[config.mk]
export PLATFORM = sky130hd
export DESIGN_NAME = frame_rate_statistics_unit_flat
export DESIGN_NICKNAME = d
export VERILOG_FILES = /design/src/sv/frs_pkg.sv /design/src/sv/frs_if.sv /design/src/sv/frame_rate_statistics_unit.sv /design/src/sv/frs_rate_div.sv /design/src/flat_wrapper.sv
export SDC_FILE = /design/constraint.sdc
export NUM_CORES = 2
export LEC_CHECK = 0
export BUFFER_PORTS_ARGS = -buffer_cell sky130_fd_sc_hd__clkbuf_2
export CORE_MARGIN = 2
export CORE_UTILIZATION = 54
export DETAILED_ROUTE_END_ITERATION = 8
export GPL_TIMING_DRIVEN = 1
export PLACE_DENSITY = 0.71
export SLEW_MARGIN = 15
export SYNTH_ARGS = -nofsm -noshare
export SYNTH_HDL_FRONTEND = slang
export SYNTH_SLANG_ARGS = --single-unit
[constraint.sdc]
create_clock -name i_clk -period 28.9 [get_ports i_clk]
set_clock_uncertainty 0.15 [all_clocks]
set_input_delay 2.89 -clock i_clk [delete_from_list [all_inputs] [get_ports i_clk]]
set_output_delay 2.89 -clock i_clk [all_outputs]
set_load 0.05 [all_outputs]
[src/sv/frs_pkg.sv]
// Shared constants and types for the frame rate statistics unit.
package frs_pkg;

    localparam int CNT_W          = 48;
    localparam int TIME_W         = 64;
    localparam int WIN_LEN_W      = 40;
    localparam int WCOUNT_W       = 32;
    localparam int RATE_W         = 24;
    localparam int RATE_FRAC_BITS = 8;
    localparam int NS_W           = 30;
    localparam int PROD_W         = WCOUNT_W + NS_W;
    localparam int NUM_W          = PROD_W + RATE_FRAC_BITS;
    localparam int HI_W           = NUM_W - RATE_W;
    localparam int STEP_W         = $clog2(RATE_W);

    localparam logic [NS_W-1:0]      NS_PER_S       = NS_W'(1000000000);
    localparam logic [WIN_LEN_W-1:0] WIN_LEN_RESET  = WIN_LEN_W'(1000000000);
    localparam logic [RATE_W-1:0]    RATE_MAX       = {RATE_W{1'b1}};
    localparam logic [WCOUNT_W-1:0]  WCOUNT_MAX     = {WCOUNT_W{1'b1}};

    typedef struct packed {
        logic                start;
        logic [WCOUNT_W-1:0] cnt;
        logic [TIME_W-1:0]   elapsed;
    } t_div_req;

    typedef struct packed {
        logic              done;
        logic [RATE_W-1:0] rate;
    } t_div_rsp;

endpackage

[src/sv/frs_if.sv]
// Handshake channels for frame events and statistics results.
interface frs_evt_if;
    logic                        valid;
    logic                        ready;
    logic                        frame_presented;
    logic                        frame_dropped;
    logic                        frame_duplicated;
    logic [frs_pkg::TIME_W-1:0]  time_ns;

    modport source (output valid, frame_presented, frame_dropped, frame_duplicated, time_ns,
                    input ready);
    modport sink (input valid, frame_presented, frame_dropped, frame_duplicated, time_ns,
                  output ready);
endinterface

interface frs_stat_if;
    logic                        valid;
    logic                        ready;
    logic [frs_pkg::CNT_W-1:0]   presented_total;
    logic [frs_pkg::CNT_W-1:0]   dropped_total;
    logic [frs_pkg::CNT_W-1:0]   duplicated_total;
    logic [frs_pkg::RATE_W-1:0]  smoothed_rate;

    modport source (output valid, presented_total, dropped_total, duplicated_total,
                    smoothed_rate, input ready);
    modport sink (input valid, presented_total, dropped_total, duplicated_total,
                  smoothed_rate, output ready);
endinterface

[src/sv/frame_rate_statistics_unit.sv]
// Top level of the frame rate statistics unit: counters, window and smoothing.
//
// Channel   Dir  Payload
// i_evt     in   frame_presented, frame_dropped, frame_duplicated, time_ns
// o_stat    out  presented_total, dropped_total, duplicated_total, smoothed_rate
// i_cfg_*   in   window_length_ns (write only)
//
// An event that does not close a window passes via S_PUSH to the result register.
// An event that closes a window runs one multiply, one overflow check
// and 24 restoring division steps in the shared subtractor, then the blend.
// When the new rate saturates the division steps are skipped.
// The input is ready only while no event is in progress; the result register
// holds its transaction until taken. Reset is synchronous, output data excepted.
module frame_rate_statistics_unit (
    input  logic                              i_clk,
    input  logic                              i_rst_n,
    input  logic                              i_cfg_wr_en,
    input  logic [frs_pkg::WIN_LEN_W-1:0]     i_cfg_wr_data,
    frs_evt_if.sink                           i_evt,
    frs_stat_if.source                        o_stat
);

    localparam logic [1:0] S_IDLE = 2'd0;
    localparam logic [1:0] S_DIV  = 2'd1;
    localparam logic [1:0] S_PUSH = 2'd2;

    logic [1:0]                      r_state;
    logic [frs_pkg::WIN_LEN_W-1:0]   r_win_len;
    logic [frs_pkg::CNT_W-1:0]       r_pres_cnt;
    logic [frs_pkg::CNT_W-1:0]       r_drop_cnt;
    logic [frs_pkg::CNT_W-1:0]       r_dup_cnt;
    logic [frs_pkg::TIME_W-1:0]      r_wstart;
    logic [frs_pkg::WCOUNT_W-1:0]    r_wcount;
    logic [frs_pkg::RATE_W-1:0]      r_rate;
    logic                            r_out_valid;
    logic [frs_pkg::CNT_W-1:0]       r_out_pres;
    logic [frs_pkg::CNT_W-1:0]       r_out_drop;
    logic [frs_pkg::CNT_W-1:0]       r_out_dup;
    logic [frs_pkg::RATE_W-1:0]      r_out_rate;

    logic                            w_accept;
    logic                            w_load;
    logic [frs_pkg::WCOUNT_W-1:0]    w_wcount_inc;
    logic [frs_pkg::TIME_W-1:0]      w_elapsed;
    logic                            w_close;
    logic signed [frs_pkg::RATE_W:0] w_delta;
    logic [frs_pkg::RATE_W:0]        w_blend;
    frs_pkg::t_div_req               w_req;
    frs_pkg::t_div_rsp               w_rsp;

    assign i_evt.ready  = (r_state == S_IDLE);
    assign w_accept     = i_evt.valid && i_evt.ready;
    assign w_load       = (r_state == S_PUSH) && (!r_out_valid || o_stat.ready);

    assign w_wcount_inc = (r_wcount == frs_pkg::WCOUNT_MAX) ? r_wcount : r_wcount + 1'b1;
    assign w_elapsed    = i_evt.time_ns - r_wstart;
    assign w_close      = i_evt.frame_presented && (r_wstart != '0)
                          && (w_elapsed >= {{(frs_pkg::TIME_W - frs_pkg::WIN_LEN_W){1'b0}},
                                            r_win_len});

    assign w_req.start   = w_accept && w_close;
    assign w_req.cnt     = w_wcount_inc;
    assign w_req.elapsed = w_elapsed;

    // Blend moves the estimate one eighth of the way, rounding toward minus infinity.
    assign w_delta = $signed({1'b0, w_rsp.rate}) - $signed({1'b0, r_rate});
    assign w_blend = {1'b0, r_rate} + $unsigned(w_delta >>> 3);

    frs_rate_div u_div (
        .i_clk   (i_clk),
        .i_rst_n (i_rst_n),
        .i_req   (w_req),
        .o_rsp   (w_rsp)
    );

    always_ff @(posedge i_clk) begin
        if (!i_rst_n) begin
            r_state    <= S_IDLE;
            r_win_len  <= frs_pkg::WIN_LEN_RESET;
            r_pres_cnt <= '0;
            r_drop_cnt <= '0;
            r_dup_cnt  <= '0;
            r_wstart   <= '0;
            r_wcount   <= '0;
            r_rate     <= '0;
        end else begin
            if (i_cfg_wr_en) begin
                r_win_len <= i_cfg_wr_data;
            end
            case (r_state)
                S_IDLE: begin
                    if (w_accept) begin
                        if (i_evt.frame_presented) begin
                            r_pres_cnt <= r_pres_cnt + 1'b1;
                            if (r_wstart == '0) begin
                                r_wstart <= i_evt.time_ns;
                                r_wcount <= w_wcount_inc;
                            end else if (w_close) begin
                                r_wstart <= i_evt.time_ns;
                                r_wcount <= '0;
                            end else begin
                                r_wcount <= w_wcount_inc;
                            end
                        end
                        if (i_evt.frame_dropped) begin
                            r_drop_cnt <= r_drop_cnt + 1'b1;
                        end
                        if (i_evt.frame_duplicated) begin
                            r_dup_cnt <= r_dup_cnt + 1'b1;
                        end
                        r_state <= w_close ? S_DIV : S_PUSH;
                    end
                end
                S_DIV: begin
                    if (w_rsp.done) begin
                        if (r_rate == '0) begin
                            r_rate <= w_rsp.rate;
                        end else begin
                            r_rate <= w_blend[frs_pkg::RATE_W-1:0];
                        end
                        r_state <= S_PUSH;
                    end
                end
                S_PUSH: begin
                    if (w_load) begin
                        r_state <= S_IDLE;
                    end
                end
                default: begin
                    r_state <= S_IDLE;
                end
            endcase
        end
    end

    always_ff @(posedge i_clk) begin
        if (!i_rst_n) begin
            r_out_valid <= 1'b0;
        end else if (w_load) begin
            r_out_valid <= 1'b1;
        end else if (o_stat.ready) begin
            r_out_valid <= 1'b0;
        end
    end

    always_ff @(posedge i_clk) begin
        if (w_load) begin
            r_out_pres <= r_pres_cnt;
            r_out_drop <= r_drop_cnt;
            r_out_dup  <= r_dup_cnt;
            r_out_rate <= r_rate;
        end
    end

    assign o_stat.valid            = r_out_valid;
    assign o_stat.presented_total  = r_out_pres;
    assign o_stat.dropped_total    = r_out_drop;
    assign o_stat.duplicated_total = r_out_dup;
    assign o_stat.smoothed_rate    = r_out_rate;

endmodule

[src/sv/frs_rate_div.sv]
// Rate measurement: count times 1e9 in Q16.8, divided by elapsed time bit by bit.
module frs_rate_div (
    input  logic              i_clk,
    input  logic              i_rst_n,
    input  frs_pkg::t_div_req i_req,
    output frs_pkg::t_div_rsp o_rsp
);

    localparam logic [2:0] D_IDLE = 3'd0;
    localparam logic [2:0] D_MUL  = 3'd1;
    localparam logic [2:0] D_SAT  = 3'd2;
    localparam logic [2:0] D_DIV  = 3'd3;
    localparam logic [2:0] D_DONE = 3'd4;

    logic [2:0]                        r_state;
    logic [frs_pkg::WCOUNT_W-1:0]      r_cnt;
    logic [frs_pkg::TIME_W-1:0]        r_den;
    logic [frs_pkg::HI_W-1:0]          r_hi;
    logic [frs_pkg::RATE_W-1:0]        r_low;
    logic [frs_pkg::TIME_W-1:0]        r_rem;
    logic [frs_pkg::STEP_W-1:0]        r_step;
    logic [frs_pkg::PROD_W-1:0]        w_prod;
    logic [frs_pkg::TIME_W:0]          w_opa;
    logic [frs_pkg::TIME_W:0]          w_diff;
    logic                              w_fits;

    assign w_prod = frs_pkg::PROD_W'(r_cnt) * frs_pkg::PROD_W'(frs_pkg::NS_PER_S);

    // One subtractor serves both the saturation check and every division step.
    always_comb begin
        if (r_state == D_SAT) begin
            w_opa = {1'b0, {(frs_pkg::TIME_W - frs_pkg::HI_W){1'b0}}, r_hi};
        end else begin
            w_opa = {r_rem, r_low[frs_pkg::RATE_W-1]};
        end
        w_diff = w_opa - {1'b0, r_den};
        w_fits = !w_diff[frs_pkg::TIME_W];
    end

    always_ff @(posedge i_clk) begin
        if (!i_rst_n) begin
            r_state <= D_IDLE;
        end else begin
            case (r_state)
                D_IDLE: begin
                    if (i_req.start) begin
                        r_cnt   <= i_req.cnt;
                        r_den   <= i_req.elapsed;
                        r_state <= D_MUL;
                    end
                end
                D_MUL: begin
                    {r_hi, r_low} <= {w_prod, {frs_pkg::RATE_FRAC_BITS{1'b0}}};
                    r_state       <= D_SAT;
                end
                D_SAT: begin
                    // The quotient overflows exactly when the upper numerator part
                    // already reaches the divisor; that also covers a zero divisor.
                    if (w_fits) begin
                        r_low   <= frs_pkg::RATE_MAX;
                        r_state <= D_DONE;
                    end else begin
                        r_rem   <= {{(frs_pkg::TIME_W - frs_pkg::HI_W){1'b0}}, r_hi};
                        r_step  <= frs_pkg::STEP_W'(frs_pkg::RATE_W - 1);
                        r_state <= D_DIV;
                    end
                end
                D_DIV: begin
                    if (w_fits) begin
                        r_rem <= w_diff[frs_pkg::TIME_W-1:0];
                    end else begin
                        r_rem <= w_opa[frs_pkg::TIME_W-1:0];
                    end
                    r_low <= {r_low[frs_pkg::RATE_W-2:0], w_fits};
                    if (r_step == '0) begin
                        r_state <= D_DONE;
                    end else begin
                        r_step <= r_step - 1'b1;
                    end
                end
                D_DONE: begin
                    r_state <= D_IDLE;
                end
                default: begin
                    r_state <= D_IDLE;
                end
            endcase
        end
    end

    assign o_rsp.done = (r_state == D_DONE);
    assign o_rsp.rate = r_low;

endmodule

[src/flat_wrapper.sv]
// flat-port wrapper written by rule: the top's interface ports become plain ports
module frame_rate_statistics_unit_flat 
  (i_clk, i_rst_n, i_cfg_wr_en, i_cfg_wr_data, i_evt_valid, i_evt_frame_presented, i_evt_frame_dropped, i_evt_frame_duplicated, i_evt_time_ns, i_evt_ready, o_stat_valid, o_stat_presented_total, o_stat_dropped_total, o_stat_duplicated_total, o_stat_smoothed_rate, o_stat_ready);
  frs_evt_if i_evt_i ();
  frs_stat_if o_stat_i ();
  input  logic i_clk;
  input  logic i_rst_n;
  input  logic i_cfg_wr_en;
  input  logic [frs_pkg::WIN_LEN_W-1:0] i_cfg_wr_data;
  input wire logic [$bits(i_evt_i.valid)-1:0] i_evt_valid;
  input wire logic [$bits(i_evt_i.frame_presented)-1:0] i_evt_frame_presented;
  input wire logic [$bits(i_evt_i.frame_dropped)-1:0] i_evt_frame_dropped;
  input wire logic [$bits(i_evt_i.frame_duplicated)-1:0] i_evt_frame_duplicated;
  input wire logic [$bits(i_evt_i.time_ns)-1:0] i_evt_time_ns;
  output wire logic [$bits(i_evt_i.ready)-1:0] i_evt_ready;
  output wire logic [$bits(o_stat_i.valid)-1:0] o_stat_valid;
  output wire logic [$bits(o_stat_i.presented_total)-1:0] o_stat_presented_total;
  output wire logic [$bits(o_stat_i.dropped_total)-1:0] o_stat_dropped_total;
  output wire logic [$bits(o_stat_i.duplicated_total)-1:0] o_stat_duplicated_total;
  output wire logic [$bits(o_stat_i.smoothed_rate)-1:0] o_stat_smoothed_rate;
  input wire logic [$bits(o_stat_i.ready)-1:0] o_stat_ready;
  assign i_evt_i.valid = i_evt_valid;
  assign i_evt_i.frame_presented = i_evt_frame_presented;
  assign i_evt_i.frame_dropped = i_evt_frame_dropped;
  assign i_evt_i.frame_duplicated = i_evt_frame_duplicated;
  assign i_evt_i.time_ns = i_evt_time_ns;
  assign i_evt_ready = i_evt_i.ready;
  assign o_stat_valid = o_stat_i.valid;
  assign o_stat_presented_total = o_stat_i.presented_total;
  assign o_stat_dropped_total = o_stat_i.dropped_total;
  assign o_stat_duplicated_total = o_stat_i.duplicated_total;
  assign o_stat_smoothed_rate = o_stat_i.smoothed_rate;
  assign o_stat_i.ready = o_stat_ready;
  frame_rate_statistics_unit u_core (.i_clk(i_clk), .i_rst_n(i_rst_n), .i_cfg_wr_en(i_cfg_wr_en), .i_cfg_wr_data(i_cfg_wr_data), .i_evt(i_evt_i), .o_stat(o_stat_i));
endmodule
==> results.sh <==
export IMPL_synth_simple_area_share=0.139
export IMPL_crit_required_ns=29.00
export IMPL_drv_cap=0
export IMPL_drt_first_pass_iters=5
export IMPL_cts_resized=0
export IMPL_final_hold_violation_count=0
export IMPL_start_util=0.547
export IMPL_final_cell_mix="inv_1, nand2_1, ha_1"
export IMPL_die_w_um=315
export IMPL_place_gp_congestion=0.939
export IMPL_drtIter0Drc=2816
export IMPL_final_cell_area_sq_um=57200
export IMPL_layout_commonest_cell="inv_1"
export IMPL_drc=0
export IMPL_clk_pin_slew_ns=0.06
export IMPL_ys_seq_area_frac=0.351
export IMPL_synth_seq_cells=713
export IMPL_synth_flop_cell="edfxtp_1"
export IMPL_syn_inst=5460
export IMPL_min_from="u_core.r_pres_cnt[47]"
export IMPL_post_route_util=0.600
export IMPL_num_rows=113
export IMPL_dp_hpwl_mm=104
export IMPL_slowest_stage="buf_4"
export IMPL_clock_sinks=713
export IMPL_clock_latency_ns=0.65
export IMPL_drtAntennaViolNets=0
export IMPL_clock_path_buffers=3
export IMPL_p_total_uw=5730
export IMPL_min_period_ns=10.0
export IMPL_synth_xor_area_frac=0.0580
export IMPL_cp_start_kind="input port"
export IMPL_port_buffers=281
export IMPL_yosysTopAreaCellShare=0.232
export IMPL_synthAdderAreaFrac=0.237
export IMPL_synthArstFlopShare=0
export IMPL_grtUsageTotal=0.268
export IMPL_ctsHoldBuffers=0
export IMPL_drive_gt1_frac=0.0829
export IMPL_muxShareOfSynthArea=0.0304
export IMPL_setup_viol=0
export IMPL_num_io_pins=282
export IMPL_rr_startpoint="u_core.u_div.r_cnt[7]"
export IMPL_ctsRootBufferMaster="clkbuf_16"
export IMPL_synthDistinctLibCells=90
export IMPL_synth_area_leaders="edfxtp_1, fa_1, dfxtp_1"
export IMPL_finalSetupTns_ns=0
export IMPL_p_per_area_nw_per_um2=100
export IMPL_worstSetupEndpointType="flop"
export IMPL_syn_cell_area_sq_um=52100
export IMPL_synth_area_leader_cell="edfxtp_1"
export IMPL_grt_overflow_total=0
export IMPL_crit_top_cell="or4_1"
export IMPL_tightest_slew_ns=1.07
export IMPL_fin_nets=6579
export IMPL_fmax_ghz=0.100
export IMPL_ir_worst_vdd_mv=0.316
export IMPL_place_area_sq_um=54600
export IMPL_slew_viol_final=0
export IMPL_num_vias=39500
export IMPL_arrival_ns=10.10
export IMPL_syn_avg_cell_area_sq_um=9.54
export IMPL_cts_tree="built"
export IMPL_startpoint="i_evt_time_ns[16]"
export IMPL_crit_buf_inv=3
export IMPL_grt_setup_unrepaired="false"
export IMPL_final_cells=6998
export IMPL_postCtsSetupRepairBufs=0
export IMPL_ys_warn_count=0
export IMPL_synth_edf_count=403
export IMPL_crit_type="input port to flop"
export IMPL_wl_mm=132
export IMPL_slew_headroom=0.286
export IMPL_fillers=8147
export IMPL_status="complete, no violations"
export IMPL_coreArea_sq_um=95300
export IMPL_grt_max_degree=105
export IMPL_grt_pass1_vias=38800
export IMPL_critPathTopFamily="simple AND/OR/NAND/NOR gates"
export IMPL_syn_to_final_growth_pct=9.84
export IMPL_antenna_found_initial=2
export IMPL_die_area_sq_um=99000
export IMPL_cp_max_fo=64
export IMPL_cts_made_buffers=75
export IMPL_grt_pass1_wl_mm=210
export IMPL_synth_compound_area_frac=0.118
export IMPL_hold_class="flop to flop"
export IMPL_slowest_delay_ns=0.72
export IMPL_h_tree_depth=3
export IMPL_place_inst=6856
export IMPL_viasPerCell=5.64
export IMPL_syn_num_nets=6370
export IMPL_wl_per_cell_um=18.9
export IMPL_synth_top_family_by_area="adder cells"
export IMPL_die_height_um=315
export IMPL_fin_crit_sh=0.346
export IMPL_p_leak_uw=0.0249
==> per-stage QoR <==
stage	worst slack, ns	hold WS, ns
after detailed placement	18.46	0.279
after global placement	18.59	0.276
after CTS	19.11	0.304
after floorplan	17.64	0.258
final	18.90	0.302
after global routing	18.57	0.312
==> synth_stat cells (8+ instances only) <==
library cell and instances:
a211oi_1 50, a21boi_0 11, a21o_1 116, a21oi_1 310, a31oi_1 32, and2_1 56, and3_1 52, and4_1 16
buf_1 9, buf_2 8, clkbuf_1 146, dfxtp_1 310, edfxtp_1 403, fa_1 315, ha_1 483, inv_1 713
mux2i_1 155, nand2_1 606, nand2b_1 32, nand3_1 119, nand4_1 96, nor2_1 389, nor2b_1 28, nor3_1 58
nor4_1 33, o211ai_1 28, o21a_1 37, o21ai_0 193, o21ai_1 37, o21bai_1 49, o22ai_1 14, o311ai_0 8
o31ai_1 14, or2_2 12, or3_1 33, xnor2_1 189, xor2_1 154
==> final cells by class <==
cell class                 instances  area (sq um)  share of cell area
timing repair buffer             307          1620              0.0283
clock inverter                    31           445             0.00778
clock buffer                     107          2140              0.0373
tap                             1265          1580              0.0277
multi-input combinational       3857         30400               0.532
inverter                         715          2690              0.0470
sequential                       713         18300               0.320
antenna                            3          7.51            0.000131
==> per-layer routing <==
layer / vias to the layer above / share of wire / GRT usage / wire length [um]
li1: 19100 / - / - / -
met4: 0 / 0.026 / 0.0736 / 3410
met2: 979 / 0.49 / 0.456 / 64300
met1: 19200 / 0.44 / 0.361 / 57700
met5: - / 0 / 0 / 0
met3: 184 / 0.050 / 0.0338 / 6640
==> worst paths after layout <==
| path | cells past startpoint | slack [ns] | endpoint |
|---|---|---|---|
| min | 0 | 0.30 | u_core.o_stat.presented_total[47] |
| max reg2reg | 21 | 20.61 | u_core.u_div.r_hi[45] |
| min reg2reg | 0 | 0.30 | u_core.o_stat.presented_total[47] |
| max | 25 | 18.90 | u_core.u_div.r_den[47] |
==> state kept, by name, indices dropped and copies added, names as in the netlist, 3 cells and up <==
name and cells:
u_core.o_stat.smoothed_rate 24, u_core.u_div.r_hi 46, u_core.o_stat.dropped_total 48, u_core.r_dup_cnt 48, u_core.r_wcount 32, u_core.u_div.r_state 3, u_core.r_wstart 64, u_core.u_div.r_step 5
u_core.r_pres_cnt 48, u_core.u_div.r_den 64, u_core.o_stat.duplicated_total 48, u_core.r_drop_cnt 48, u_core.r_rate 24, u_core.r_win_len 40, u_core.u_div.r_low 24, u_core.u_div.r_cnt 32
u_core.u_div.r_rem 64, u_core.o_stat.presented_total 48
==> kinds of logic after synthesis <==
family	count (synthesis)
XOR/XNOR	344
buffers and inverters	890
flip-flops	713
AO/OA/AOI/OAI	988
adder cells (fa/ha/maj)	798
multiplexers	158
AND/OR/NAND/NOR	1569
==> worst register-to-register path, cell delays in order, from the launching register on <==
cell and delay, ns:
edfxtp_1 0.62, inv_1 0.23, fa_1 0.60, fa_1 0.45, fa_1 0.54, fa_1 0.55, fa_1 0.55, inv_1 0.05
fa_1 0.59, fa_1 0.44, ha_1 0.37, a21o_1 0.20, a21o_1 0.16, a21oi_1 0.23, o221ai_1 0.24, a211oi_1 0.59
o31ai_1 0.25, a21o_1 0.26, a31o_2 0.27, or3b_1 0.38, a31oi_1 0.23, xnor2_1 0.10
==> where the power goes <==
part | switching, uW | internal (uW) | leakage [uW]
Clock | 420 | 586 | 0.00126
Sequential | 38.6 | 1300 | 0.00621
Combinational | 2020 | 1360 | 0.0174
No activity file was read; power rests on OpenSTA's default activity.
